### config.mk
export PLATFORM = sky130hd
export DESIGN_NAME = arx_model_step
export DESIGN_NICKNAME = d
export VERILOG_FILES = /design/src/design/arx_pkg.sv /design/src/design/arx_mac.sv /design/src/design/arx_model_step.sv
export SDC_FILE = /design/constraint.sdc
export NUM_CORES = 2
export LEC_CHECK = 0
export BUFFER_PORTS_ARGS = -buffer_cell sky130_fd_sc_hd__buf_2
export CAP_MARGIN = 5
export CORE_MARGIN = 5
export CORE_UTILIZATION = 30
export DETAILED_ROUTE_END_ITERATION = 8
export SLEW_MARGIN = 5
export SYNTH_ARGS = -nofsm -noshare
export SYNTH_HDL_FRONTEND = slang
export SYNTH_SLANG_ARGS = --single-unit
export TNS_END_PERCENT = 100
### constraint.sdc
create_clock -name clk_i -period 5.9 [get_ports clk_i]
set_input_delay 0.885 -clock clk_i [delete_from_list [all_inputs] [get_ports clk_i]]
set_output_delay 0.885 -clock clk_i [all_outputs]
set_load 0.05 [all_outputs]
### src/design/arx_pkg.sv
`timescale 1ns / 1ps
// ----------------------------------------------------------------------------
// ARX model package
// Shared widths, command codes, register indexes and the control bundle
// that drives the multiply-accumulate unit.
// ----------------------------------------------------------------------------
package arx_pkg;

  // Table and ring sizes.
  localparam int MAX_ORDER = 8;
  localparam int MAX_DELAY = 16;
  localparam int U_RING    = 32;

  // Field widths fixed by the interface.
  localparam int ORD_W  = 4;
  localparam int DLY_W  = 5;
  localparam int DATA_W = 16;
  localparam int SLOT_W = $clog2(MAX_ORDER);
  localparam int RP_W   = $clog2(U_RING);
  localparam int CNT_W  = $clog2(2 * MAX_ORDER + 1);

  // History memory holds the input ring followed by the output ring.
  localparam int HIST_DEPTH = U_RING + MAX_ORDER;
  localparam int HIST_AW    = $clog2(HIST_DEPTH);
  localparam int COEF_DEPTH = 2 * MAX_ORDER;
  localparam int COEF_AW    = $clog2(COEF_DEPTH);

  // Product and accumulator widths.
  localparam int PROD_W = 2 * DATA_W;
  localparam int ACC_W  = PROD_W + 5;
  localparam int FRAC_SHIFT = 14;

  localparam logic [ORD_W-1:0] ORD_MAX = ORD_W'(MAX_ORDER);
  localparam logic [DLY_W-1:0] DLY_MAX = DLY_W'(MAX_DELAY);

  // Item commands.
  typedef enum logic [1:0] {
    CMD_STEP   = 2'd0,
    CMD_LOAD_A = 2'd1,
    CMD_LOAD_B = 2'd2,
    CMD_NONE   = 2'd3
  } cmd_e;

  // Configuration register indexes.
  localparam logic [1:0] REG_ORDER_A     = 2'd0;
  localparam logic [1:0] REG_ORDER_B     = 2'd1;
  localparam logic [1:0] REG_INPUT_DELAY = 2'd2;

  // Control bundle for the multiply-accumulate unit.
  typedef struct packed {
    logic init;  // load the accumulator with the scaled noise sample
    logic term;  // a coefficient and sample pair is present
    logic neg;   // subtract this term (autoregressive part)
  } mac_ctl_t;

endpackage

### src/design/arx_mac.sv
`timescale 1ns / 1ps
// ----------------------------------------------------------------------------
// ARX multiply-accumulate unit
// Registered product, exact wide accumulator, and rounding with saturation
// of the accumulated sum back to Q8.8.
// ----------------------------------------------------------------------------
module arx_mac import arx_pkg::*; (
  input  logic                     clk_i,
  input  logic                     rst_ni,
  input  mac_ctl_t                 ctl_i,
  input  logic signed [DATA_W-1:0] noise_i,
  input  logic signed [DATA_W-1:0] coeff_i,
  input  logic signed [DATA_W-1:0] samp_i,
  output logic signed [DATA_W-1:0] y_o,
  output logic                     sat_o,
  output logic                     busy_o
);

  logic signed [PROD_W-1:0] prod_q;
  logic                     prod_vld_q;
  logic                     prod_neg_q;
  logic signed [ACC_W-1:0]  acc_q;
  logic signed [ACC_W-1:0]  prod_ext;
  logic signed [ACC_W-1:0]  acc_rnd;
  logic signed [ACC_W-FRAC_SHIFT-1:0] y_wide;

  // Control flags of the product stage.
  always_ff @(posedge clk_i or negedge rst_ni) begin
    if (!rst_ni) begin
      prod_vld_q <= 1'b0;
      prod_neg_q <= 1'b0;
    end else begin
      prod_vld_q <= ctl_i.term;
      prod_neg_q <= ctl_i.neg;
    end
  end

  // Product register, then accumulate.
  assign prod_ext = ACC_W'(prod_q);

  always_ff @(posedge clk_i) begin
    if (ctl_i.term) begin
      prod_q <= coeff_i * samp_i;
    end
    if (ctl_i.init) begin
      acc_q <= {{(ACC_W-DATA_W-FRAC_SHIFT){noise_i[DATA_W-1]}}, noise_i, FRAC_SHIFT'(0)};
    end else if (prod_vld_q) begin
      acc_q <= prod_neg_q ? acc_q - prod_ext : acc_q + prod_ext;
    end
  end

  // Round half up, floor by the arithmetic shift, then clip.
  assign acc_rnd = acc_q + ACC_W'(1 << (FRAC_SHIFT - 1));
  assign y_wide  = acc_rnd[ACC_W-1:FRAC_SHIFT];

  always_comb begin
    if (y_wide > (ACC_W-FRAC_SHIFT)'(32767)) begin
      y_o   = DATA_W'(16'h7fff);
      sat_o = 1'b1;
    end else if (y_wide < -(ACC_W-FRAC_SHIFT)'(32768)) begin
      y_o   = DATA_W'(16'h8000);
      sat_o = 1'b1;
    end else begin
      y_o   = y_wide[DATA_W-1:0];
      sat_o = 1'b0;
    end
  end

  assign busy_o = prod_vld_q;

endmodule

### src/design/arx_model_step.sv
`timescale 1ns / 1ps
// ----------------------------------------------------------------------------
// ARX plant model step
// Coefficient tables and sample histories live in two synchronous memories;
// one shared multiply-accumulate unit walks the terms of each step.
// ----------------------------------------------------------------------------
// Usage:
//   Input channel (in_valid_i / in_ready_o) carries one item per transfer:
//   a step with u(k) and e(k), a load of an a or b coefficient, or a no-op.
//   A step yields one result on the output channel (out_valid_o /
//   out_ready_i); loads and no-ops yield none and leave the block idle.
//   A step issues one memory read per term, nb + na reads in all; each
//   read passes through the memory read register and the product register
//   into the accumulator, and the rounded sum goes to the output register
//   and to the history when the step retires.
//   The block works on one item at a time; it takes no new item before
//   the step in progress has retired from its last state.
//   The result sits in an output register. A stalled receiver does not stop
//   the next item from being taken; a finished step waits in its last state
//   until the output register is free.
//   Reset sets the orders and delay to 1, ring position to 0, and clears the
//   valid bits of both memories, so every entry reads as zero until written.
//   Configuration is written through cfg_we_i / cfg_idx_i / cfg_data_i.
// ----------------------------------------------------------------------------
module arx_model_step import arx_pkg::*; (
  input  logic                     clk_i,
  input  logic                     rst_ni,
  // Configuration port
  input  logic                     cfg_we_i,
  input  logic [1:0]               cfg_idx_i,
  input  logic [DLY_W-1:0]         cfg_data_i,
  // Input channel
  input  logic                     in_valid_i,
  output logic                     in_ready_o,
  input  logic [1:0]               command_i,
  input  logic [SLOT_W-1:0]        coeff_index_i,
  input  logic signed [DATA_W-1:0] coeff_value_i,
  input  logic signed [DATA_W-1:0] sample_in_i,
  input  logic signed [DATA_W-1:0] noise_sample_i,
  // Output channel
  output logic                     out_valid_o,
  input  logic                     out_ready_i,
  output logic signed [DATA_W-1:0] y_out_o,
  output logic                     saturated_o
);

  typedef enum logic [1:0] {
    ST_IDLE,
    ST_RUN,
    ST_DRAIN,
    ST_FINISH
  } state_e;

  state_e             state_q;
  logic [ORD_W-1:0]   order_a_q, order_b_q;
  logic [DLY_W-1:0]   delay_q;
  logic [ORD_W-1:0]   na_q, nb_q;
  logic [DLY_W-1:0]   dl_q;
  logic [CNT_W-1:0]   cnt_q;
  logic [RP_W-1:0]    rp_q;
  logic               out_valid_q;
  logic [DATA_W-1:0]  y_out_q;
  logic               sat_q;

  logic               accept, step_acc, load_acc, finish_fire, issue;
  logic [CNT_W-1:0]   total, j;
  logic               is_b_term;

  // Memories and their valid bits.
  logic [DATA_W-1:0]     coef_mem [COEF_DEPTH];
  logic [COEF_DEPTH-1:0] coef_vld_q;
  logic [DATA_W-1:0]     hist_mem [HIST_DEPTH];
  logic [HIST_DEPTH-1:0] hist_vld_q;

  logic [COEF_AW-1:0] coef_wa, coef_ra;
  logic [HIST_AW-1:0] hist_wa, hist_ra;
  logic [DATA_W-1:0]  hist_wd;
  logic               hist_we;
  logic [RP_W-1:0]    u_pos;
  logic [SLOT_W-1:0]  y_slot;

  logic [DATA_W-1:0]  coef_rd_q, hist_rd_q;
  logic               coef_rv_q, hist_rv_q;
  logic               rd_vld_q, rd_neg_q;

  mac_ctl_t           mac_ctl;
  logic signed [DATA_W-1:0] mac_coeff, mac_samp, mac_y;
  logic               mac_sat, mac_busy;

  // Handshake decode.
  assign in_ready_o  = (state_q == ST_IDLE);
  assign accept      = in_valid_i && in_ready_o;
  assign step_acc    = accept && (command_i == CMD_STEP);
  assign load_acc    = accept && ((command_i == CMD_LOAD_A) || (command_i == CMD_LOAD_B));
  assign finish_fire = (state_q == ST_FINISH) && (!out_valid_q || out_ready_i);

  // Term walk: b terms first, then a terms.
  assign total     = CNT_W'(nb_q) + CNT_W'(na_q);
  assign issue     = (state_q == ST_RUN) && (cnt_q != total);
  assign is_b_term = cnt_q < CNT_W'(nb_q);
  assign j         = cnt_q - CNT_W'(nb_q);
  assign u_pos     = rp_q - dl_q - cnt_q[RP_W-1:0];
  assign y_slot    = rp_q[SLOT_W-1:0] - SLOT_W'(1) - j[SLOT_W-1:0];

  always_comb begin
    if (is_b_term) begin
      coef_ra = {1'b1, cnt_q[SLOT_W-1:0]};
      hist_ra = HIST_AW'(u_pos);
    end else begin
      coef_ra = {1'b0, j[SLOT_W-1:0]};
      hist_ra = HIST_AW'(U_RING) + HIST_AW'(y_slot);
    end
  end

  // History write: u(k) when a step is taken, y(k) when it retires.
  assign coef_wa = {(command_i == CMD_LOAD_B), coeff_index_i};
  assign hist_we = step_acc || finish_fire;
  assign hist_wa = step_acc ? HIST_AW'(rp_q)
                            : HIST_AW'(U_RING) + HIST_AW'(rp_q[SLOT_W-1:0]);
  assign hist_wd = step_acc ? sample_in_i : mac_y;

  // Memory arrays: one write and one registered read each.
  always_ff @(posedge clk_i) begin
    if (load_acc) begin
      coef_mem[coef_wa] <= coeff_value_i;
    end
    if (hist_we) begin
      hist_mem[hist_wa] <= hist_wd;
    end
    coef_rd_q <= coef_mem[coef_ra];
    hist_rd_q <= hist_mem[hist_ra];
  end

  // Valid bits and read pipeline flags.
  always_ff @(posedge clk_i or negedge rst_ni) begin
    if (!rst_ni) begin
      coef_vld_q <= '0;
      hist_vld_q <= '0;
      coef_rv_q  <= 1'b0;
      hist_rv_q  <= 1'b0;
      rd_vld_q   <= 1'b0;
      rd_neg_q   <= 1'b0;
    end else begin
      if (load_acc) begin
        coef_vld_q[coef_wa] <= 1'b1;
      end
      if (hist_we) begin
        hist_vld_q[hist_wa] <= 1'b1;
      end
      coef_rv_q <= coef_vld_q[coef_ra];
      hist_rv_q <= hist_vld_q[hist_ra];
      rd_vld_q  <= issue;
      rd_neg_q  <= !is_b_term;
    end
  end

  // Entries never written read as zero.
  assign mac_coeff    = coef_rv_q ? coef_rd_q : '0;
  assign mac_samp     = hist_rv_q ? hist_rd_q : '0;
  assign mac_ctl.init = step_acc;
  assign mac_ctl.term = rd_vld_q;
  assign mac_ctl.neg  = rd_neg_q;

  arx_mac u_mac (
    .clk_i   (clk_i),
    .rst_ni  (rst_ni),
    .ctl_i   (mac_ctl),
    .noise_i (noise_sample_i),
    .coeff_i (mac_coeff),
    .samp_i  (mac_samp),
    .y_o     (mac_y),
    .sat_o   (mac_sat),
    .busy_o  (mac_busy)
  );

  // Sequencer, configuration registers and output register.
  always_ff @(posedge clk_i or negedge rst_ni) begin
    if (!rst_ni) begin
      state_q     <= ST_IDLE;
      order_a_q   <= ORD_W'(1);
      order_b_q   <= ORD_W'(1);
      delay_q     <= DLY_W'(1);
      na_q        <= '0;
      nb_q        <= '0;
      dl_q        <= '0;
      cnt_q       <= '0;
      rp_q        <= '0;
      out_valid_q <= 1'b0;
      y_out_q     <= '0;
      sat_q       <= 1'b0;
    end else begin
      if (cfg_we_i) begin
        unique case (cfg_idx_i)
          REG_ORDER_A:     order_a_q <= cfg_data_i[ORD_W-1:0];
          REG_ORDER_B:     order_b_q <= cfg_data_i[ORD_W-1:0];
          REG_INPUT_DELAY: delay_q   <= cfg_data_i;
          default: ;
        endcase
      end

      // A result leaving frees the register unless a new one lands now.
      if (out_valid_q && out_ready_i && !finish_fire) begin
        out_valid_q <= 1'b0;
      end

      unique case (state_q)
        ST_IDLE: begin
          if (step_acc) begin
            na_q    <= (order_a_q > ORD_MAX) ? ORD_MAX : order_a_q;
            nb_q    <= (order_b_q > ORD_MAX) ? ORD_MAX : order_b_q;
            dl_q    <= (delay_q > DLY_MAX) ? DLY_MAX : delay_q;
            cnt_q   <= '0;
            state_q <= ST_RUN;
          end
        end
        ST_RUN: begin
          if (issue) begin
            cnt_q <= cnt_q + CNT_W'(1);
          end else begin
            state_q <= ST_DRAIN;
          end
        end
        ST_DRAIN: begin
          if (!rd_vld_q && !mac_busy) begin
            state_q <= ST_FINISH;
          end
        end
        ST_FINISH: begin
          if (finish_fire) begin
            out_valid_q <= 1'b1;
            y_out_q     <= mac_y;
            sat_q       <= mac_sat;
            rp_q        <= rp_q + RP_W'(1);
            state_q     <= ST_IDLE;
          end
        end
        default: state_q <= ST_IDLE;
      endcase
    end
  end

  assign out_valid_o = out_valid_q;
  assign y_out_o     = y_out_q;
  assign saturated_o = sat_q;

endmodule
==> flow_summary.yaml <==
drt:
  vias_per_cell: 4.88
  wl_um: 155000
  route.vias.total: 36400
  first_pass_iters: 8
  drtIter0Drc: 3002
  drtAntennaViolNets: 0
  wl_per_cell_um: 20.8
  drc: 0
global_route:
  grt_pass1_vias: 36600
  grt_usage_pct: 15.4
  antenna_found_initial: 21
  grt_pass1_wl_um: 234000
  grt_overflow: 0
  grt_max_degree: 109
run_status:
  violations: "negative setup slack"
  run_status: "finished with violations"
synth:
  synth_area_per_cell_um2: 12.6
  netlist_area_um2: 56900
  synth_largest_area_cell: "edfxtp_1"
  syn-num-nets: 4981
  synthCells: 4503
  ys_types: 85
  synth_edf_count: 951
  synth-seq-cells: 1115
  async_flop_share_pct: 10.6
  synth_top_area_share_pct: 50.2
  yosysWarnings: 0
  synthTopCellsByArea: "edfxtp_1 50%, fa_1 9.5%, dfrtp_1 5.1%"
  ys.flop_type: "edfxtp_1"
  seq_area_frac_synth_pct: 57.1
  yosysMostFrequentCell: "edfxtp_1"
  synthTopCellsByCount: "951 x edfxtp_1, 652 x nand2_1, 361 x inv_1, 312 x nor2_1"
critical_path:
  r2r_cells: 23
  cp.required_ns: 6.35
  r2r_start: "coef_rv_q"
  worstSetupEndpointType: "register"
  setup.worst_path.class: "reg2reg"
  arrival_ns: 6.65
  r2r-end: "u_mac.prod_q[31]"
  cp_slowest_cell: "fa_1"
  worst-path-max-fanout: 7
  critPathLaunchType: "register"
  max_stage_delay_ns: 0.52
  path_cells: "clkbuf_16 -> buf_4 -> nand2_4 -> nor2_1 -> fa_1 -> inv_2 -> fa_1 -> fa_1 -> inv_1 -> fa_2 -> fa_1 -> inv_1 -> fa_1 -> inv_1 -> ha_2 -> or3_4 -> a311oi_4 -> o21a_1 -> o21ai_2 -> a211o_1 -> a31o_2 -> a21oi_2 -> xnor2_1"
  cp_common_cell: "fa_1"
  r2r_slack_ns: -0.29
cts:
  cts.sinks: 1115
  numCtsBuffers: 114
  clockBufferDepth: 3
  clock_latency_ns: 0.75
  h-tree-depth: 3
  cts-root-buf: "clkbuf_16"
  clk_pin_slew_ns: 0.06
  cts_tree: "built"
sta:
  hold_viol: 0
  skew_ns: 0.0590
  finalMaxSlewViolations: 0
  period_share_pct: 105
  rsz0062_at_grt: "true"
  setup_slack_ns: -0.293
  fmax_mhz: 161
  period_needed_ns: 6.19
  setup_viol: 10
  tightest_slew_ns: 1.38
  fin_setup_tns_ns: -1.46
  relSlewSlack_pct: 7.71
layout:
  regArea_um2: 32400
  area_growth_syn_to_layout_pct: 17.8
  multiInputGateArea_um2: 22800
  nets: 5346
  nFillCells: 18400
  layout-drive-gt1-share_pct: 19.0
floorplan:
  core_area_um2: 188000
  ioPinCount: 84
  dieHeight_um: 445
  dieWidth_um: 445
  start_util_pct: 30.2
  die-area_um2: 198000
  rows: 159
placement:
  place_congestion: 0.924
  io_buffers: 83
  hpwlAfterDp_um: 108000
hold_path:
  hold_class: "in2async"
flow_run:
  maxCapViolations: 0
[critical path, delay by kind of cell (launching register included)]
| kind | cells | cell delay (ns) |
|---|---|---|
| xor+xnor | 1 | 0.08 |
| flops | 1 | 0.46 |
| simple gates | 3 | 0.50 |
| fa+ha+maj | 7 | 3.12 |
| compound gates | 6 | 1.23 |
| buf+inv | 6 | 0.54 |
[what timing repair did]
item,CTS,global route
buffers inserted,5,7
pin swaps,4,19
gates cloned,0,1
hold buffers,0,0
gates resized for setup,36,54
setup endpoints to repair,11,16
[layout make-up]
class,instances,share of cell area (%)
timing repair buffer,452,5.22
clock buffer,140,4.53
tap,2495,4.66
multi-input combinational,2823,34.0
sequential,1115,48.5
antenna,7,0.0262
inverter,362,2.03
clock inverter,71,1.09
[flip-flops by register name, indices dropped and copies added, names as in the netlist, 16 cells and up]
name          cells
y_out_o          16
coef_mem        256
u_mac.prod_q     32
hist_mem        640
coef_rd_q        16
hist_rd_q        16
coef_vld_q       16
u_mac.acc_q      37
hist_vld_q       40
[layer usage]
layer  vias up  wire length [µm]  global-route usage (%)
met2      1146             71900                    24.5
met1     18400             67900                    21.1
met4        10              4860                    4.98
met3       255             10700                    2.93
met5         -                55                       0
li1      16700                 -                       -
[through the flow]
step	setup slack (ns)	util (%)	cell area [µm²]	hold WS, ns	std cells
after detailed placement	-0.309	33.4	62800	0.341	7234
after CTS	-0.214	35.4	66700	0.187	7450
after global routing	-0.544	35.6	66900	0.242	7459
final	-0.293	35.6	66900	0.179	7465
after floorplan	-0.000561	-	57200	0.331	4503
after global placement	-0.277	33.4	62800	0.337	7234
[cell usage in the layout, fill, tap and decap left out, types with 26 or more instances in the layout]
cell and n:
a2111oi_0 26, a211oi_1 47, a21o_1 34, a21oi_1 90, a31oi_1 37, and3_1 57
buf_2 82, buf_4 340, clkbuf_16 116, dfrtp_1 114, dfxtp_1 45, edfxtp_1 951
fa_1 257, ha_1 133, inv_1 350, mux2_2 32, mux2i_1 162, mux4_2 68
nand2_1 622, nand3_1 269, nand4_1 31, nor2_1 289, o21ai_0 59, o22a_1 31
or2_2 57, xnor2_1 100, xor2_1 34
[logic make-up (layout without fill, tap and decap cells)]
kind of cell | count (synthesis) | count (layout) | synth area share (%)
and+or+nand+nor | 1536 | 1536 | 12.2
DFF | 1115 | 1115 | 57.1
buffers and inverters | 565 | 1025 | 4.01
AOI/OAI and AO/OA | 475 | 475 | 5.78
adders and majority gates | 413 | 413 | 12.7
muxes | 262 | 262 | 6.18
xor gates and xnor gates | 137 | 137 | 2.12
other | 0 | 7 | 0
[worst max path at each step]
| stage | start | end | slack, ns | depth (start not counted) |
|---|---|---|---|---|
| after CTS | coef_rv_q | u_mac.prod_q[31] | -0.21 | 23 |
| after global placement | coef_rv_q | u_mac.prod_q[31] | -0.28 | 24 |
| final | coef_rv_q | u_mac.prod_q[31] | -0.29 | 23 |
| after floorplan | coef_rv_q | u_mac.prod_q[30] | -0.0006 | 23 |
| after detailed placement | coef_rv_q | u_mac.prod_q[31] | -0.31 | 23 |
| after global routing | coef_rv_q | u_mac.prod_q[30] | -0.54 | 22 |
Power is left out: the tool's default activity adds up to more than one toggle a clock period on the data nets, which glitch-free logic cannot reach.
